### src/design/bdlr_pkg.sv
`timescale 1ns / 1ps

package bdlr_pkg;

   // default timestamp width for internal time arithmetic
   localparam int TIME_BITS_DEFAULT = 32;

   // configuration reset values
   localparam logic [15:0] DEBOUNCE_RESET     = 16'd30;
   localparam logic [15:0] LONG_PRESS_RESET   = 16'd800;
   localparam logic [15:0] REPEAT_FIRST_RESET = 16'd400;
   localparam logic [15:0] REPEAT_RATE_RESET  = 16'd120;

   // configuration register indexes
   typedef enum logic [7:0] {
      CSR_DEBOUNCE     = 8'd0,
      CSR_LONG_PRESS   = 8'd1,
      CSR_REPEAT_FIRST = 8'd2,
      CSR_REPEAT_RATE  = 8'd3
   } csr_index_type;

   // one poll
   typedef struct packed {
      logic        raw_pressed;
      logic [31:0] now_ms;
   } req_type;

   // one result
   typedef struct packed {
      logic        held;
      logic        press_edge;
      logic        release_edge;
      logic        long_pulse;
      logic        repeat_pulse;
      logic [31:0] held_time_ms;
      logic [31:0] last_hold_ms;
   } rsp_type;

   // configuration handed to the core
   typedef struct packed {
      logic [15:0] debounce_ms;
      logic [15:0] long_press_ms;
      logic [15:0] repeat_first_ms;
      logic [15:0] repeat_rate_ms;
   } cfg_type;

endpackage

### src/design/button_debounce_long_repeat.sv
`timescale 1ns / 1ps

// channel | direction | handshake            | payload
// req     | in        | req_valid, req_stall | req_data  (bdlr_pkg::req_type)
// rsp     | out       | rsp_valid, rsp_stall | rsp_data  (bdlr_pkg::rsp_type)
// csr     | in        | csr_valid, csr_ready | csr_index, csr_wdata
//
// An accepted poll is held in the input register, then its result in the result
// register. One poll per cycle sustained while rsp is not stalled; the state
// loop is a single compare/subtract pass in the core between those two registers.
// Reset (synchronous, active high) empties both stages and restores defaults.
// A stall on rsp holds the result; the input register keeps accepting until full.

module button_debounce_long_repeat #(
   parameter int TIME_BITS = bdlr_pkg::TIME_BITS_DEFAULT
) (
   input  logic              clock,
   input  logic              reset,
   input  logic              req_valid,
   output logic              req_stall,
   input  bdlr_pkg::req_type req_data,
   output logic              rsp_valid,
   input  logic              rsp_stall,
   output bdlr_pkg::rsp_type rsp_data,
   input  logic              csr_valid,
   output logic              csr_ready,
   input  logic [7:0]        csr_index,
   input  logic [15:0]       csr_wdata
);

   logic              in_valid_ff;
   bdlr_pkg::req_type in_data_ff;
   logic              out_valid_ff;
   bdlr_pkg::rsp_type out_data_ff;
   bdlr_pkg::cfg_type cfg_ff;
   bdlr_pkg::rsp_type core_result;
   logic              advance;
   logic              req_take;

   // stage control
   assign advance   = in_valid_ff && (!out_valid_ff || !rsp_stall);
   assign req_stall = in_valid_ff && !advance;
   assign req_take  = req_valid && !req_stall;
   assign rsp_valid = out_valid_ff;
   assign rsp_data  = out_data_ff;
   assign csr_ready = 1'b1;

   // input register
   always_ff @(posedge clock) begin
      if (reset) begin
         in_valid_ff <= 1'b0;
      end else if (req_take) begin
         in_valid_ff <= 1'b1;
      end else if (advance) begin
         in_valid_ff <= 1'b0;
      end
   end

   always_ff @(posedge clock) begin
      if (req_take) begin
         in_data_ff <= req_data;
      end
   end

   // result register
   always_ff @(posedge clock) begin
      if (reset) begin
         out_valid_ff <= 1'b0;
      end else if (advance) begin
         out_valid_ff <= 1'b1;
      end else if (!rsp_stall) begin
         out_valid_ff <= 1'b0;
      end
   end

   always_ff @(posedge clock) begin
      if (advance) begin
         out_data_ff <= core_result;
      end
   end

   // configuration registers
   always_ff @(posedge clock) begin
      if (reset) begin
         cfg_ff.debounce_ms     <= bdlr_pkg::DEBOUNCE_RESET;
         cfg_ff.long_press_ms   <= bdlr_pkg::LONG_PRESS_RESET;
         cfg_ff.repeat_first_ms <= bdlr_pkg::REPEAT_FIRST_RESET;
         cfg_ff.repeat_rate_ms  <= bdlr_pkg::REPEAT_RATE_RESET;
      end else if (csr_valid && csr_ready) begin
         unique case (csr_index)
            bdlr_pkg::CSR_DEBOUNCE:     cfg_ff.debounce_ms     <= csr_wdata;
            bdlr_pkg::CSR_LONG_PRESS:   cfg_ff.long_press_ms   <= csr_wdata;
            bdlr_pkg::CSR_REPEAT_FIRST: cfg_ff.repeat_first_ms <= csr_wdata;
            bdlr_pkg::CSR_REPEAT_RATE:  cfg_ff.repeat_rate_ms  <= csr_wdata;
            default: ;
         endcase
      end
   end

   bdlr_core #(
      .TIME_BITS(TIME_BITS)
   ) u_core (
      .clock (clock),
      .reset (reset),
      .step  (advance),
      .poll  (in_data_ff),
      .cfg   (cfg_ff),
      .result(core_result)
   );

`ifndef SYNTHESIS
   // press and release edges exclude each other
   assert property (@(posedge clock) disable iff (reset)
      out_valid_ff |-> !(out_data_ff.press_edge && out_data_ff.release_edge))
      else $error("press and release on the same poll");

   // every press carries a repeat pulse
   assert property (@(posedge clock) disable iff (reset)
      (out_valid_ff && out_data_ff.press_edge) |-> out_data_ff.repeat_pulse)
      else $error("press without repeat pulse");

   // released level reports zero hold time and no long pulse
   assert property (@(posedge clock) disable iff (reset)
      (out_valid_ff && !out_data_ff.held) |->
         (out_data_ff.held_time_ms == 32'd0) && !out_data_ff.long_pulse)
      else $error("released poll with hold time or long pulse");

   // input stalls only while the input register holds a poll that cannot move
   assert property (@(posedge clock) disable iff (reset)
      req_stall |-> (in_valid_ff && out_valid_ff && rsp_stall))
      else $error("input stalled without cause");
`endif

endmodule

### src/design/bdlr_core.sv
`timescale 1ns / 1ps

module bdlr_core #(
   parameter int TIME_BITS = bdlr_pkg::TIME_BITS_DEFAULT
) (
   input  logic              clock,
   input  logic              reset,
   input  logic              step,
   input  bdlr_pkg::req_type poll,
   input  bdlr_pkg::cfg_type cfg,
   output bdlr_pkg::rsp_type result
);

   logic                 last_raw_ff,    last_raw_in;
   logic [TIME_BITS-1:0] raw_change_ff,  raw_change_in;
   logic                 stable_ff,      stable_in;
   logic [TIME_BITS-1:0] press_start_ff, press_start_in;
   logic                 long_done_ff,   long_done_in;
   logic [TIME_BITS-1:0] deadline_ff,    deadline_in;
   logic                 armed_ff,       armed_in;
   logic [TIME_BITS-1:0] hold_len_ff,    hold_len_in;

   logic [TIME_BITS-1:0] now_t;
   logic [TIME_BITS-1:0] since_change;
   logic [TIME_BITS-1:0] since_press;
   logic                 level;
   logic                 press;
   logic                 release_now;
   logic                 long_fire;
   logic                 rep_fire;

   // per-poll evaluation
   always_comb begin
      now_t = TIME_BITS'(poll.now_ms);

      // debounce timer restarts on every raw change
      last_raw_in   = poll.raw_pressed;
      raw_change_in = (poll.raw_pressed != last_raw_ff) ? now_t : raw_change_ff;
      since_change  = now_t - raw_change_in;
      level = (since_change >= TIME_BITS'(cfg.debounce_ms)) ? poll.raw_pressed : stable_ff;
      press       = level && !stable_ff;
      release_now = !level && stable_ff;
      stable_in   = level;

      // hold bookkeeping
      press_start_in = press ? now_t : press_start_ff;
      since_press    = now_t - press_start_in;
      hold_len_in    = release_now ? (now_t - press_start_ff) : hold_len_ff;

      // long press fires once per press
      long_fire    = level && !(long_done_ff && !press) &&
                     (since_press >= TIME_BITS'(cfg.long_press_ms));
      long_done_in = long_fire || (long_done_ff && !press);

      // auto-repeat: on press, then at the unsigned deadline
      deadline_in = deadline_ff;
      armed_in    = armed_ff;
      rep_fire    = 1'b0;
      priority if (press) begin
         deadline_in = now_t + TIME_BITS'(cfg.repeat_first_ms);
         armed_in    = 1'b1;
         rep_fire    = 1'b1;
      end else if (level && armed_ff && (now_t >= deadline_ff)) begin
         deadline_in = now_t + TIME_BITS'(cfg.repeat_rate_ms);
         rep_fire    = 1'b1;
      end

      result.held         = level;
      result.press_edge   = press;
      result.release_edge = release_now;
      result.long_pulse   = long_fire;
      result.repeat_pulse = rep_fire;
      result.held_time_ms = level ? 32'(since_press) : 32'd0;
      result.last_hold_ms = 32'(hold_len_in);
   end

   // state update on each transfer through the core
   always_ff @(posedge clock) begin
      if (reset) begin
         last_raw_ff    <= 1'b0;
         raw_change_ff  <= '0;
         stable_ff      <= 1'b0;
         press_start_ff <= '0;
         long_done_ff   <= 1'b0;
         deadline_ff    <= '0;
         armed_ff       <= 1'b0;
         hold_len_ff    <= '0;
      end else if (step) begin
         last_raw_ff    <= last_raw_in;
         raw_change_ff  <= raw_change_in;
         stable_ff      <= stable_in;
         press_start_ff <= press_start_in;
         long_done_ff   <= long_done_in;
         deadline_ff    <= deadline_in;
         armed_ff       <= armed_in;
         hold_len_ff    <= hold_len_in;
      end
   end

endmodule
### config.mk
export PLATFORM = sky130hd
export DESIGN_NAME = button_debounce_long_repeat
export DESIGN_NICKNAME = d
export VERILOG_FILES = /design/src/design/bdlr_pkg.sv /design/src/design/button_debounce_long_repeat.sv /design/src/design/bdlr_core.sv
export SDC_FILE = /design/constraint.sdc
export NUM_CORES = 1
export LEC_CHECK = 0
export BUFFER_PORTS_ARGS = -buffer_cell sky130_fd_sc_hd__buf_2
export CAP_MARGIN = 20
export CORE_UTILIZATION = 55
export CTS_CLUSTER_DIAMETER = 40
export DETAILED_ROUTE_END_ITERATION = 12
export PLACE_DENSITY = 0.74
export SYNTH_ARGS = -nofsm -noshare
export SYNTH_HDL_FRONTEND = slang
export SYNTH_SLANG_ARGS = --single-unit
### constraint.sdc
create_clock -name clock -period 21.8 [get_ports clock]
set_clock_uncertainty 0.05 [all_clocks]
set_input_delay 1.09 -clock clock [delete_from_list [all_inputs] [get_ports clock]]
set_output_delay 1.09 -clock clock [all_outputs]
set_load 0.03 [all_outputs]
==> run metrics, run 1 <==
largest net degree at the start of global routing 100; HP Class reg2reg; clock latency on the worst-skew pair 0.58 ns; Reg clk slew, reported paths 0.05 ns; multi-input combinational cell area 11800 um2; most common cell after layout, fill and taps aside nand2_1; CP Capture Type register; post-synthesis cell type count 94; Max Cap Viol 0; die height 192 um; Core ar. 35500 um2; Synth async-reset ratio 0%; via count 17500; PortBufs 132; slowest CP cell nor4_2; GPL Wtd Cong 0.992; RSZ-0062 raised after global routing false; met1 usage 41.7%; fin. max-slew vios 0; top cell type by total area after synthesis dfxtp_1; number of synthesized register bits 300; Layout fillers 3055; vias in the first global route 16500; Fmax achieved 85.9 MHz; # resized after CTS 0; Max VDD drop 0.0753 mV; Fin. Hold Viols 0; Ys Warns 0; Worst-Margin Slew 1.12 ns; first-pass GRT wire length 87.9 mm; Pre-antenna DRT Iters 5; # DRC 0; initial core utilization 55.7%; std cell rows 69; period utilization 53.4%; layout cells sized above 1 12.1%; # IOs 134; diode count 0; chip width 192 um; setup_tns 0 ns; Startpoint Class register; critical path class reg2reg; register area share after synthesis 35.6%; met3 Use GR 4.72%; CTS tree done; hold_buf cts 0; initial antenna violation count 0; post-CTS setup buffer count 0; Max Buffers Root-to-Sink 3; Slew HR 25.3%; synthesized instance count 2337; Synth top area share 20.1%; dpl hpwl 41.8 mm; total CTS buffers 48; Area Overhead vs Synth 13.6%; number of synthesized flops with an enable pin 102; CP most frequent cell o21ai_0; 1st-iter DRT viols 1253; register area 7030 um2; status completed; Final ANT Viol Nets 0; prevailing post-synth register cell dfxtp_1; routing usage on met2 50.6%; CTS sink cnt 300; slowest stage delay, CP 0.69 ns; Synth area leaders dfxtp_1 20%, edfxtp_1 16%, ha_1 9.9%, nand2_1 5.5%, a21oi_1 4.7%; most used routing layer met2; Final setup viols 0; mean number of vias per cell 5.97; total grt overflow 0; CTS root buffer clkbuf_16; Crit Path Max Fanout 34; P per Cell Area 81.3 nW/um2; htree depth 2; Worst EP required 22.06 ns; WL final 56.4 mm; most frequent cells in the layout 287 x nand2_1, 232 x nor2_1, 198 x dfxtp_1, 187 x a21oi_1, 156 x ha_1; syn_area_per_cell 8.45 um2; post-synth net total 2557; Total GRT Usage 30.7%; crit path DAT 11.90 ns; Layout Utilization 63.2%; die area 36700 um2; nets@finish 2646; min Tclk post-route 11.64 ns; leakage 9.11 nW; Netlist Area Pre-Place 19800 um2; WL/cell 19.3 um
## sequential cells by signal (all words and copies together), names as in the netlist
name / flops
cfg_ff: 64
in_data_ff: 33
in_valid_ff: 1
rsp_data: 69
rsp_valid: 1
u_core.armed_ff: 1
u_core.deadline_ff: 32
u_core.hold_len_ff: 32
u_core.last_raw_ff: 1
u_core.long_done_ff: 1
u_core.press_start_ff: 32
u_core.raw_change_ff: 32
u_core.stable_ff: 1
## critical path: cells and delay by family (launching register included)
family	cells	cell delay (ns)
AND/OR/NAND/NOR	17	4.12
AO/OA/AOI/OAI	20	4.09
adder cells (fa/ha/maj)	5	1.40
flip-flops	1	0.51
buffers and inverters	2	0.51
XOR/XNOR	2	0.39
multiplexers	1	0.31
## Yosys cell counts (24+ instances only)
cell	instances
o211ai_1	24
mux2i_1	87
xnor2_1	67
nor3_1	44
a21oi_1	187
and2_1	25
clkbuf_1	90
a21o_1	49
xor2_1	30
and3_1	32
dfxtp_1	198
ha_1	156
edfxtp_1	102
a211oi_1	50
nand2_1	287
nor2b_1	28
nand3_1	41
o21ai_0	82
inv_1	153
nor2_1	233
nand2b_1	33
## final timing paths
| check | from | end | slack, ns | cells after the start |
|---|---|---|---|---|
| max | in_data_ff[32]$_DFFE_PP_ | rsp_data[65]$_DFFE_PP_ | 10.16 | 47 |
| max reg2reg | in_data_ff[32]$_DFFE_PP_ | rsp_data[65]$_DFFE_PP_ | 10.16 | 47 |
| min reg2reg | u_core.press_start_ff[14]$_SDFFE_PP0P_ | u_core.press_start_ff[14]$_SDFFE_PP0P_ | 0.40 | 2 |
| min | u_core.press_start_ff[14]$_SDFFE_PP0P_ | u_core.press_start_ff[14]$_SDFFE_PP0P_ | 0.40 | 2 |
## where the power goes
group | switching, mW | total [mW] | internal, mW | leakage [nW]
combinational | 0.254 | 0.407 | 0.154 | 5.71
sequential | 0.0236 | 0.630 | 0.606 | 2.59
clock | 0.299 | 0.787 | 0.488 | 0.809
## area by class of cell
type / count / area share, %
clock inverter: 33 / 1.67
tap: 461 / 2.57
inverter: 155 / 2.62
multi-input combinational: 1771 / 52.4
sequential: 300 / 31.3
timing repair buffer: 150 / 3.61
clock buffer: 57 / 5.83
## layer usage
metal,vias to the layer above,routed length [um]
met5,-,0
met4,0,1270
met3,90,3530
met2,513,26000
met1,8336,25600
li1,8537,-
## logic make-up after synthesis
kind of cell / count (synthesis) / synth area share [%]
other: 1 / 0.0190
buffers and inverters: 266 / 5.16
AO/OA/AOI/OAI: 582 / 19.4
flip-flops: 300 / 35.6
AND/OR/NAND/NOR: 815 / 19.3
XOR/XNOR: 98 / 4.38
multiplexers: 110 / 5.72
adder cells (fa/ha/maj): 165 / 10.4
## through the flow
| step | cells | cell area [um2] | setup slack (ns) | hold slack (ns) | power [mW] |
|---|---|---|---|---|---|
| 6_report | 2927 | 22400 | 10.16 | 0.401 | 1.82 |
| 5_1_grt | 2927 | 22400 | 9.18 | 0.415 | 1.90 |
| 4_1_cts | 2926 | 22400 | 9.97 | 0.403 | 1.83 |
| 3_5_place_dp | 2836 | 20700 | 10.03 | 0.395 | 1.04 |
| 3_3_place_gp | 2835 | 20700 | 10.39 | 0.388 | 1.03 |
| 2_1_floorplan | 2337 | 19800 | 11.21 | 0.383 | 0.930 |
No activity file was read; power rests on OpenSTA's default activity.
==> inputs of run 2 (changes only) <==
==> constraint.sdc (replaced) <==
create_clock -name clock -period 12.2 [get_ports clock]
set_clock_uncertainty 0.05 [all_clocks]
set_input_delay 0.61 -clock clock [delete_from_list [all_inputs] [get_ports clock]]
set_output_delay 0.61 -clock clock [all_outputs]
set_load 0.03 [all_outputs]
==> run metrics, run 2 (synthesis gave the netlist of run 1 again) <==
nets@finish 2655; CP Capture Type register; Slew HR 27.9%; status completed; # DRC 0; initial antenna violation count 0; WL/cell 19.4 um; final instance area 22600 um2; slowest stage delay, CP 0.52 ns; P per Cell Area 148 nW/um2; Final ANT Viol Nets 0; Fin. Hold Viols 0; Startpoint Class register; # IOs 134; hold_buf cts 0; via count 17500; Reg clk slew, reported paths 0.06 ns; htree depth 2; Crit Path Max Fanout 38; most common cell after layout, fill and taps aside nand2_1; Fmax achieved 90.5 MHz; clock latency on the worst-skew pair 0.58 ns; std cell rows 69; Pre-antenna DRT Iters 6; post-CTS setup buffer count 0; dpl hpwl 42.1 mm; Total GRT Usage 31.1%; fin. max-slew vios 0; CP startpoint in_data_ff[32]$_DFFE_PP_; flop2flop setup slack 1.15 ns; mean number of vias per cell 5.95; setup_tns 0 ns; most frequent cells in the layout 287 x nand2_1, 232 x nor2_1, 198 x dfxtp_1, 187 x a21oi_1, 156 x ha_1; diode count 0; layout cells sized above 1 12.6%; Post-DP Area 20800 um2; CTS root buffer clkbuf_16; Final WS setup 1.15 ns; Max Buffers Root-to-Sink 3; Largest register FFs 69; GPL Wtd Cong 0.981; CTS tree done; largest net degree at the start of global routing 113; period utilization 90.6%; 1st-iter DRT viols 1064; hold_sp req_data[11]; Worst EP required 12.46 ns; total grt overflow 0; chip width 192 um; PortBufs 132; CP most frequent cell a21oi_1; critical path class reg2reg; # resized after CTS 0; Final setup viols 0; Core ar. 35500 um2; min Tclk post-route 11.05 ns; CTS sink cnt 300; RSZ-0062 raised after global routing false; total power draw 3.34 mW; die area 36700 um2; Area Overhead vs Synth 14.4%; die height 192 um; crit path DAT 11.31 ns; Worst-Margin Slew 1.08 ns; Max Cap Viol 0; worst r2r src in_data_ff[32]$_DFFE_PP_; Max VDD drop 0.165 mV; total CTS buffers 50; HP Class in2reg; slowest CP cell edfxtp_1; initial core utilization 55.7%; vias in the first global route 16500; WL final 56.9 mm; first-pass GRT wire length 88.8 mm; Post-Place Setup Slack 1.36 ns; leakage 9.20 nW
==> run 2: critical path, delay by kind of cell, from the launching register on <==
| family | cells | cell delay [ns] |
|---|---|---|
| AO/OA/AOI/OAI | 29 | 5.25 |
| AND/OR/NAND/NOR | 10 | 2.41 |
| adder cells (fa/ha/maj) | 5 | 1.11 |
| buffers and inverters | 4 | 0.73 |
| XOR/XNOR | 2 | 0.67 |
| flip-flops | 1 | 0.52 |
==> run 2: metrics by stage <==
step	hold WS, ns	utilization, %	std cells
floorplan	0.383	-	2337
global placement	0.388	58.6	2842
detailed placement	0.396	58.6	2843
CTS	0.125	63.6	2936
global route	0.136	63.7	2937
finish	0.153	63.7	2937
==> run 2: per-layer routing <==
layer	vias to the layer above	GRT usage [%]	part of all wire (%)
met4	0	11.9	3.1
met3	109	4.44	6.8
met2	593	50.3	46
met1	8234	41.7	45
li1	8550	-	-
met5	-	0	0
==> run 2: report_power, final <==
| group | internal [mW] | switching [mW] | total (mW) | leakage, nW |
|---|---|---|---|---|
| Sequential | 1.08 | 0.0409 | 1.12 | 2.59 |
| Combinational | 0.275 | 0.453 | 0.728 | 5.74 |
| Clock | 0.940 | 0.553 | 1.49 | 0.862 |
| Total | 2.30 | 1.05 | 3.34 | 9.20 |
==> run 2: worst paths after layout <==
| path | cells past startpoint | to |
|---|---|---|
| max | 50 | rsp_data[65]$_DFFE_PP_ |
| min | 1 | in_data_ff[11]$_DFFE_PP_ |
| max reg2reg | 50 | rsp_data[65]$_DFFE_PP_ |
| min reg2reg | 2 | u_core.press_start_ff[23]$_SDFFE_PP0P_ |
==> run 2: area by class of cell <==
class                           instances  area, um2
Clock buffer                           54       1300
Clock inverter                         39        490
Fill cell                            3021      12900
Inverter                              155        587
Multi-Input combinational cell       1771      11800
Sequential cell                       300       7030
Tap cell                              461        577
Timing Repair Buffer                  157        862
==> inputs of run 3 (changes only) <==
==> constraint.sdc (replaced) <==
create_clock -name clock -period 11.6 [get_ports clock]
set_clock_uncertainty 0.05 [all_clocks]
set_input_delay 0.58 -clock clock [delete_from_list [all_inputs] [get_ports clock]]
set_output_delay 0.58 -clock clock [all_outputs]
set_load 0.03 [all_outputs]
==> run metrics, run 3 (synthesis gave the netlist of run 1 again) <==
slowest CP cell or4_1; leakage 9.19 nW; # DRC 0; vias in the first global route 16400; Startpoint Class register; GPL Wtd Cong 0.971; P per Cell Area 151 nW/um2; CTS root buffer clkbuf_16; HP Class in2reg; layout cells sized above 1 12.6%; WL/cell 19.3 um; first-pass GRT wire length 88.5 mm; Total GRT Usage 30.9%; PortBufs 132; # IOs 134; CTS tree done; CP delay by family, top simple AND/OR/NAND/NOR gates; Max Cap Viol 0; status completed; Reg clk slew, reported paths 0.06 ns; total grt overflow 0; hold_buf cts 0; CTS sink cnt 300; Largest register FFs 69; via count 17400; Max VDD drop 0.160 mV; initial core utilization 55.7%; most frequent cells in the layout 287 x nand2_1, 232 x nor2_1, 198 x dfxtp_1, 187 x a21oi_1, 156 x ha_1; fin. max-slew vios 0; Crit Path Max Fanout 17; WL final 56.6 mm; largest net degree at the start of global routing 99; dpl hpwl 42.2 mm; Fin Hold WS 0.0925 ns; Worst EP required 11.87 ns; slowest stage delay, CP 0.50 ns; Max Buffers Root-to-Sink 3; diode count 0; total CTS buffers 46; RSZ-0062 raised after global routing false; min Tclk post-route 10.77 ns; Pre-antenna DRT Iters 6; Non-Filler Instances 2936; std cell rows 69; htree depth 2; CP Capture Type register; clock latency on the worst-skew pair 0.61 ns; Fin. Hold Viols 0; Area Overhead vs Synth 14.0%; Final ANT Viol Nets 0; Core ar. 35500 um2; die height 192 um; critical path class reg2reg; most common cell after layout, fill and taps aside nand2_1; Worst Path Buf+Inv 4; Worst-Margin Slew 1.06 ns; Final setup viols 0; Fmax achieved 92.8 MHz; Inst Count DP 2845; crit path DAT 11.05 ns; nets@finish 2657; initial antenna violation count 0; period utilization 92.9%; setup_tns 0 ns; die area 36700 um2; Slew HR 29.1%; chip width 192 um; mean number of vias per cell 5.93; 1st-iter DRT viols 1324
## run 3: cell type report
class | instances | area [um2]
Clock buffer | 49 | 1160
Clock inverter | 37 | 480
Fill cell | 2990 | 13000
Inverter | 155 | 587
Multi-Input combinational cell | 1772 | 11800
Sequential cell | 300 | 7030
Tap cell | 461 | 577
Timing Repair Buffer | 162 | 908
## run 3: per-layer routing
metal | part of all wire, % | track usage, %
met2 | 46 | 50.5
met4 | 2.8 | 9.71
met5 | 0 | 0
met1 | 45 | 41.2
met3 | 7.1 | 5.65
## run 3: per-stage QoR
| step | setup slack (ns) | area [um2] | utilization (%) | power [mW] |
|---|---|---|---|---|
| global placement | 0.922 | 20800 | 58.6 | 1.94 |
| CTS | 0.481 | 22400 | 63.3 | 3.42 |
| detailed placement | 0.545 | 20800 | 58.6 | 1.95 |
| floorplan | 1.01 | 19800 | - | 1.75 |
| finish | 0.828 | 22500 | 63.5 | 3.41 |
| global route | 0.0113 | 22500 | 63.5 | 3.56 |
## run 3: path summary, 6_finish.rpt
| path | from | endpoint | slack, ns | depth (start not counted) |
|---|---|---|---|---|
| min | req_data[10] | in_data_ff[10]$_DFFE_PP_ | 0.09 | 1 |
| max | in_data_ff[32]$_DFFE_PP_ | rsp_data[65]$_DFFE_PP_ | 0.83 | 49 |
| max reg2reg | in_data_ff[32]$_DFFE_PP_ | rsp_data[65]$_DFFE_PP_ | 0.83 | 49 |
| min reg2reg | u_core.press_start_ff[20]$_SDFFE_PP0P_ | u_core.press_start_ff[20]$_SDFFE_PP0P_ | 0.40 | 2 |
## run 3: repair_timing
item | CTS | global route
resized for setup | 0 | 6
buffers inserted | 0 | 1
setup endpoints to repair | 0 | 2
## run 3: power by group
part / total [mW] / switching (mW) / internal, mW
clock: 1.46 / 0.569 / 0.888
sequential: 1.18 / 0.0420 / 1.14
combinational: 0.773 / 0.481 / 0.292
## run 3: worst register-to-register path, delay by kind of cell (launching register included)
family                   cells  cell delay (ns)
AND/OR/NAND/NOR             18             3.82
adder cells (fa/ha/maj)      5             1.37
XOR/XNOR                     2             0.38
AO/OA/AOI/OAI               19             3.45
buffers and inverters        4             0.72
flip-flops                   1             0.39
multiplexers                 1             0.30
